$ cat src/rtl/psm_pkg.sv
// ----------------------------------------------------------------------------
// psm_pkg: shared types and constants of the PCM sound mixer
// Opcodes, controller states, command and status records, mix constants.
// ----------------------------------------------------------------------------
`default_nettype none

package psm_pkg;

  localparam int VOICES       = 4;
  localparam int VOICE_W      = 2;
  localparam int FRAC_BITS    = 10;
  localparam int PWM_PERIOD   = 1024;
  localparam int SAMPLE_BYTES = 65536;
  localparam int MEM_AW       = 16;
  localparam int DUTY_W       = 10;
  localparam int ACC_W        = 32;
  localparam int IL_W         = 29;
  localparam int SC_W         = IL_W + 16;
  localparam int REM_W        = 18;
  localparam int IN_W         = 112;
  localparam int OUT_W        = 32;

  localparam logic signed [ACC_W-1:0] MIX_BIAS =
    ACC_W'((PWM_PERIOD / 2) * (1 << FRAC_BITS));
  localparam logic signed [ACC_W-1:0] DITHER_LO = ACC_W'((1 << FRAC_BITS) / 4);
  localparam logic signed [ACC_W-1:0] DITHER_HI = ACC_W'(((1 << FRAC_BITS) * 3) / 4);
  localparam logic signed [ACC_W-1:0] DUTY_MAX  = ACC_W'(PWM_PERIOD - 1);
  localparam logic signed [15:0]      REP_STREAM = -16'sd2;

  typedef enum logic [2:0] {
    OP_TICK  = 3'd0,
    OP_WRITE = 3'd1,
    OP_START = 3'd2,
    OP_NEXT  = 3'd3,
    OP_STOP  = 3'd4,
    OP_SPEED = 3'd5,
    OP_GAINS = 3'd6
  } opcode_t;

  typedef enum logic [3:0] {
    S_IDLE,
    S_DECODE,
    S_VCHECK,
    S_READ,
    S_DRAIN,
    S_INTERP,
    S_SCALE,
    S_ACCUM,
    S_UPDATE,
    S_VNEXT,
    S_FINISH
  } state_t;

  typedef struct packed {
    logic load;
    logic mem_write;
    logic voice_op;
    logic tick_init;
    logic rd_issue;
    logic interp;
    logic scale;
    logic accum;
    logic update;
    logic vidx_inc;
    logic finish;
  } cmd_t;

  typedef struct packed {
    logic is_write;
    logic is_voice_op;
    logic is_tick;
    logic voice_active;
    logic last_voice;
    logic rd_last;
    logic out_free;
  } status_t;

endpackage

`default_nettype wire

$ cat src/rtl/psm_ctrl.sv
// ----------------------------------------------------------------------------
// psm_ctrl: sequencer of the PCM sound mixer
// Steps each command and each voice of a tick through the datapath.
// ----------------------------------------------------------------------------
`default_nettype none

module psm_ctrl (
  input  wire logic              clk,
  input  wire logic              rst,
  input  wire logic              in_fire,
  input  wire psm_pkg::status_t  st,
  output logic                   in_ready,
  output psm_pkg::cmd_t          cmd
);

  psm_pkg::state_t state, state_next;

  always_ff @(posedge clk) begin
    if (rst) begin
      state <= psm_pkg::S_IDLE;
    end else begin
      state <= state_next;
    end
  end

  always_comb begin
    state_next = state;
    cmd        = '0;
    in_ready   = 1'b0;
    case (state)
      psm_pkg::S_IDLE: begin
        // hold off the sender while reset is asserted
        in_ready = !rst;
        if (in_fire && in_ready) begin
          cmd.load   = 1'b1;
          state_next = psm_pkg::S_DECODE;
        end
      end
      psm_pkg::S_DECODE: begin
        if (st.is_write) begin
          cmd.mem_write = 1'b1;
          state_next    = psm_pkg::S_IDLE;
        end else if (st.is_voice_op) begin
          cmd.voice_op = 1'b1;
          state_next   = psm_pkg::S_IDLE;
        end else if (st.is_tick) begin
          cmd.tick_init = 1'b1;
          state_next    = psm_pkg::S_VCHECK;
        end else begin
          state_next = psm_pkg::S_IDLE;
        end
      end
      psm_pkg::S_VCHECK: begin
        state_next = st.voice_active ? psm_pkg::S_READ : psm_pkg::S_VNEXT;
      end
      psm_pkg::S_READ: begin
        cmd.rd_issue = 1'b1;
        if (st.rd_last) begin
          state_next = psm_pkg::S_DRAIN;
        end
      end
      psm_pkg::S_DRAIN: begin
        state_next = psm_pkg::S_INTERP;
      end
      psm_pkg::S_INTERP: begin
        cmd.interp = 1'b1;
        state_next = psm_pkg::S_SCALE;
      end
      psm_pkg::S_SCALE: begin
        cmd.scale  = 1'b1;
        state_next = psm_pkg::S_ACCUM;
      end
      psm_pkg::S_ACCUM: begin
        cmd.accum  = 1'b1;
        state_next = psm_pkg::S_UPDATE;
      end
      psm_pkg::S_UPDATE: begin
        cmd.update = 1'b1;
        state_next = psm_pkg::S_VNEXT;
      end
      psm_pkg::S_VNEXT: begin
        if (st.last_voice) begin
          state_next = psm_pkg::S_FINISH;
        end else begin
          cmd.vidx_inc = 1'b1;
          state_next   = psm_pkg::S_VCHECK;
        end
      end
      psm_pkg::S_FINISH: begin
        if (st.out_free) begin
          cmd.finish = 1'b1;
          state_next = psm_pkg::S_IDLE;
        end
      end
      default: begin
        state_next = psm_pkg::S_IDLE;
      end
    endcase
  end

  a_accept_decodes: assert property (@(posedge clk) disable iff (rst)
    in_fire && in_ready |=> state == psm_pkg::S_DECODE)
    else $error("accepted item not decoded");

  a_last_voice_finishes: assert property (@(posedge clk) disable iff (rst)
    state == psm_pkg::S_VNEXT && st.last_voice |=> state == psm_pkg::S_FINISH)
    else $error("tick did not finish after last voice");

  a_finish_needs_slot: assert property (@(posedge clk) disable iff (rst)
    cmd.finish |-> st.out_free)
    else $error("result loaded into a full output register");

endmodule

`default_nettype wire

$ cat config.mk
export PLATFORM = sky130hd
export DESIGN_NAME = psm_ctrl
export DESIGN_NICKNAME = d
export VERILOG_FILES = /design/src/rtl/psm_pkg.sv /design/src/rtl/psm_ctrl.sv
export SDC_FILE = /design/constraint.sdc
export NUM_CORES = 1
export LEC_CHECK = 0
export BUFFER_PORTS_ARGS = -buffer_cell sky130_fd_sc_hd__buf_2
export CORE_AREA = 2 2 39 41
export DETAILED_ROUTE_END_ITERATION = 10
export DIE_AREA = 0 0 41 43
export PLACE_DENSITY = 0.58
export SETUP_SLACK_MARGIN = 0.1
export SYNTH_ARGS = -nofsm -noshare
export SYNTH_HDL_FRONTEND = slang
export SYNTH_SLANG_ARGS = --single-unit
$ cat constraint.sdc
create_clock -name clk -period 1.78 [get_ports clk]
set_clock_uncertainty 0.1 [all_clocks]
set_input_delay 0.267 -clock clk [delete_from_list [all_inputs] [get_ports clk]]
set_output_delay 0.267 -clock clk [all_outputs]
set_load 0.02 [all_outputs]
==> out/qor.yml <==
cp_cell_sequence: "or2_1, or4_4, inv_4, buf_6"
cts_buffers: 3
avgSynthCellArea_um2: 7.53
grt_pass1_vias: 426
status: "completed"
rsz0062_at_grt: "true"
drtIter0Drc: 6
via_count: 488
yosys_warnings: 0
setup_viol: 0
max_stage_delay_ns: 0.44
reg_top3: "state: 4 flops"
min_path_type: "in2reg"
vias_per_cell: 5.25
fin_nets: 89
gp_congestion: 0.773
grt_max_degree: 15
largest_reg_flops: 4
dr.pass1.iters: 4
max_cap_viol_count: 0
dieArea_um2: 1760
synthDistinctLibCells: 29
timing.final.max_slew_violations: 0
pwr-share-seq_pct: 33.2
p_int_w: 0.000203
drc: 0
ant_nets: 0
clock_sink_count: 4
slew_headroom_pct: 76.0
cts_hold_buffers: 0
yosysSeqAreaShare_pct: 20.8
ir_worst_vdd_uv: 171
dp.cells: 89
die_w_um: 41
synth-edff-count: 0
drive_above_1_share_pct: 51.9
p_total_w: 0.000285
finalCritPeriodShare_pct: 98.4
fmax_mhz: 571
power_frac_comb_pct: 26.8
sw_frac_of_total_pct: 28.7
final_util_pct: 44.6
finalHoldViolations: 0
start_util_pct: 27.8
chipHeight_um: 43
critPathMaxFanout: 2
worst_setup_path_start_kind: "flip-flop"
area_growth_pct: 60.6
yosys.area.top_type: "dfxtp_1"
grt_use_total_pct: 14.6
power.density_nw_per_um2: 463
cts.reportedPaths.clkPinSlew_ns: 0.04
synthArstFlopShare_pct: 0
antenna_found_initial: 0
rows: 14
synth_area_leaders: "dfxtp_1, nor3b_1, nor2b_1"
synth_ff_type: "dfxtp_1"
synth_top_area_share_pct: 20.8
total_leakage_power_nw: 0.283
htree_num_levels: 1
synthTopCellsByCount: "dfxtp_1, nor3b_1"
slowest_stage: "or4_4"
clockPowerShare_pct: 40.0
grt_first_pass_wirelength_mm: 1.73
clk_path_buf_depth: 2
synthCells: 51
route.detailed.wl_per_inst_um: 12.3
syn_area_um2: 384
ys_ff_latch: 4
cts_tree: "done"
worst_pin_slew_ns: 0.359
clk_latency_ns: 0.24
post-route-min-period_ns: 1.75
wirelength_mm: 1.14
crit_type: "reg2out"
io_buffers: 21
dpl-instance-area_um2: 534
largest_register: "state"
dp_hpwl_um: 796
syn-num-nets: 61
fin_cells: 93
crit_arrival_ns: 1.39
n_antenna_cell: 0
power.switching_w: 0.0000820
overflow: 0
core_area_um2: 1380
io_pins: 22
required_ns: 1.41
crit_path_end_kind: "output port"
cts_root_buf: "clkbuf_4"
design_area_um2: 617
metal layers:
layer | routed length, um | vias to the layer above | global-route usage [%] | share of wire [%]
li1 | - | 237 | - | -
met3 | 75 | 2 | 1.57 | 6.6
met2 | 523 | 23 | 19.7 | 46
met4 | 14 | 0 | 10.0 | 1.2
met5 | 0 | - | 0 | 0
met1 | 530 | 226 | 20.6 | 46
path summary, 6_finish.rpt:
path                                  to  depth (start not counted)  slack [ns]  startpoint
worst min register to register  state[2]                          2        0.53    state[3]
worst max register to register  state[1]                          4        0.31    state[0]
worst max-delay path              cmd[7]                          4        0.03    state[1]
worst min-delay path            state[1]                          2        0.19         rst
critical path: cells and delay by family, from the launching register on:
| family | cells | cell delay [ns] |
|---|---|---|
| buffers and inverters | 2 | 0.16 |
| flip-flops | 1 | 0.30 |
| AND/OR/NAND/NOR | 2 | 0.68 |
power by group through the flow:
| stage | combinational, W | clock [W] | sequential [W] |
|---|---|---|---|
| final | 0.0000765 | 0.000114 | 0.0000947 |
| after global routing | 0.0000833 | 0.000124 | 0.0000949 |
| after CTS | 0.0000740 | 0.000116 | 0.0000947 |
| after detailed placement | 0.0000671 | 0 | 0.0000952 |
| after global placement | 0.0000669 | 0 | 0.0000951 |
| after floorplan | 0.0000373 | 0 | 0.0000963 |
through the flow:
| stage | TNS [ns] | hold WS [ns] | worst slack, ns |
|---|---|---|---|
| final | 0 | 0.185 | 0.0276 |
| after floorplan | -0.145 | 0.230 | -0.0727 |
| after detailed placement | 0 | 0.412 | 0.117 |
| after CTS | 0 | 0.180 | 0.0264 |
| after global routing | -0.0243 | 0.193 | -0.0186 |
| after global placement | 0 | 0.421 | 0.136 |
repair_timing:
| item | 4_1_cts | 5_1_grt |
|---|---|---|
| hold endpoints to repair | 0 | 0 |
| pin swaps | 2 | 0 |
| endpoints found under the setup margin | 7 | 8 |
| resized for setup | 7 | 6 |
| buffers inserted | 1 | 0 |
logic make-up (layout without fill, tap and decap cells):
kind of cell | Yosys count | count (layout) | share of synthesized area (%)
buf+inv | 8 | 34 | 10.4
xor+xnor | 2 | 2 | 4.56
compound gates | 10 | 10 | 19.9
flops | 4 | 4 | 20.8
simple gates | 27 | 27 | 44.3
placed cells by master, fill, tap and decap left out, drive strengths merged:
cell type | synthesis | layout
buf | 3 | 28
nor3b | 4 | 4
dfxtp | 4 | 4
nand2 | 3 | 3
nor3 | 3 | 3
clkbuf | 2 | 3
nor2b | 3 | 3
inv | 3 | 3
nor2 | 2 | 2
xor2 | 2 | 2
nand3b | 2 | 2
a21oi | 2 | 2
nand2b | 2 | 2
nor4 | 2 | 2
o21ai | 2 | 2
or2 | 1 | 1
or4 | 1 | 1
nor4b | 1 | 1
and2 | 1 | 1
and4b | 1 | 1
a2111oi | 1 | 1
o211ai | 1 | 1
a41oi | 1 | 1
nand3 | 1 | 1
a211o | 1 | 1
a31oi | 1 | 1
a221oi | 1 | 1
layout make-up:
cell class              instances  area, um^2
clock buffers                   3        22.5
fillers                       155         767
inverters                       3        13.8
multi-input cells              39         305
flip-flops and latches          4        81.3
well taps                      16        20.0
repair buffers                 28         174
Power figures use the tool's default switching activity.
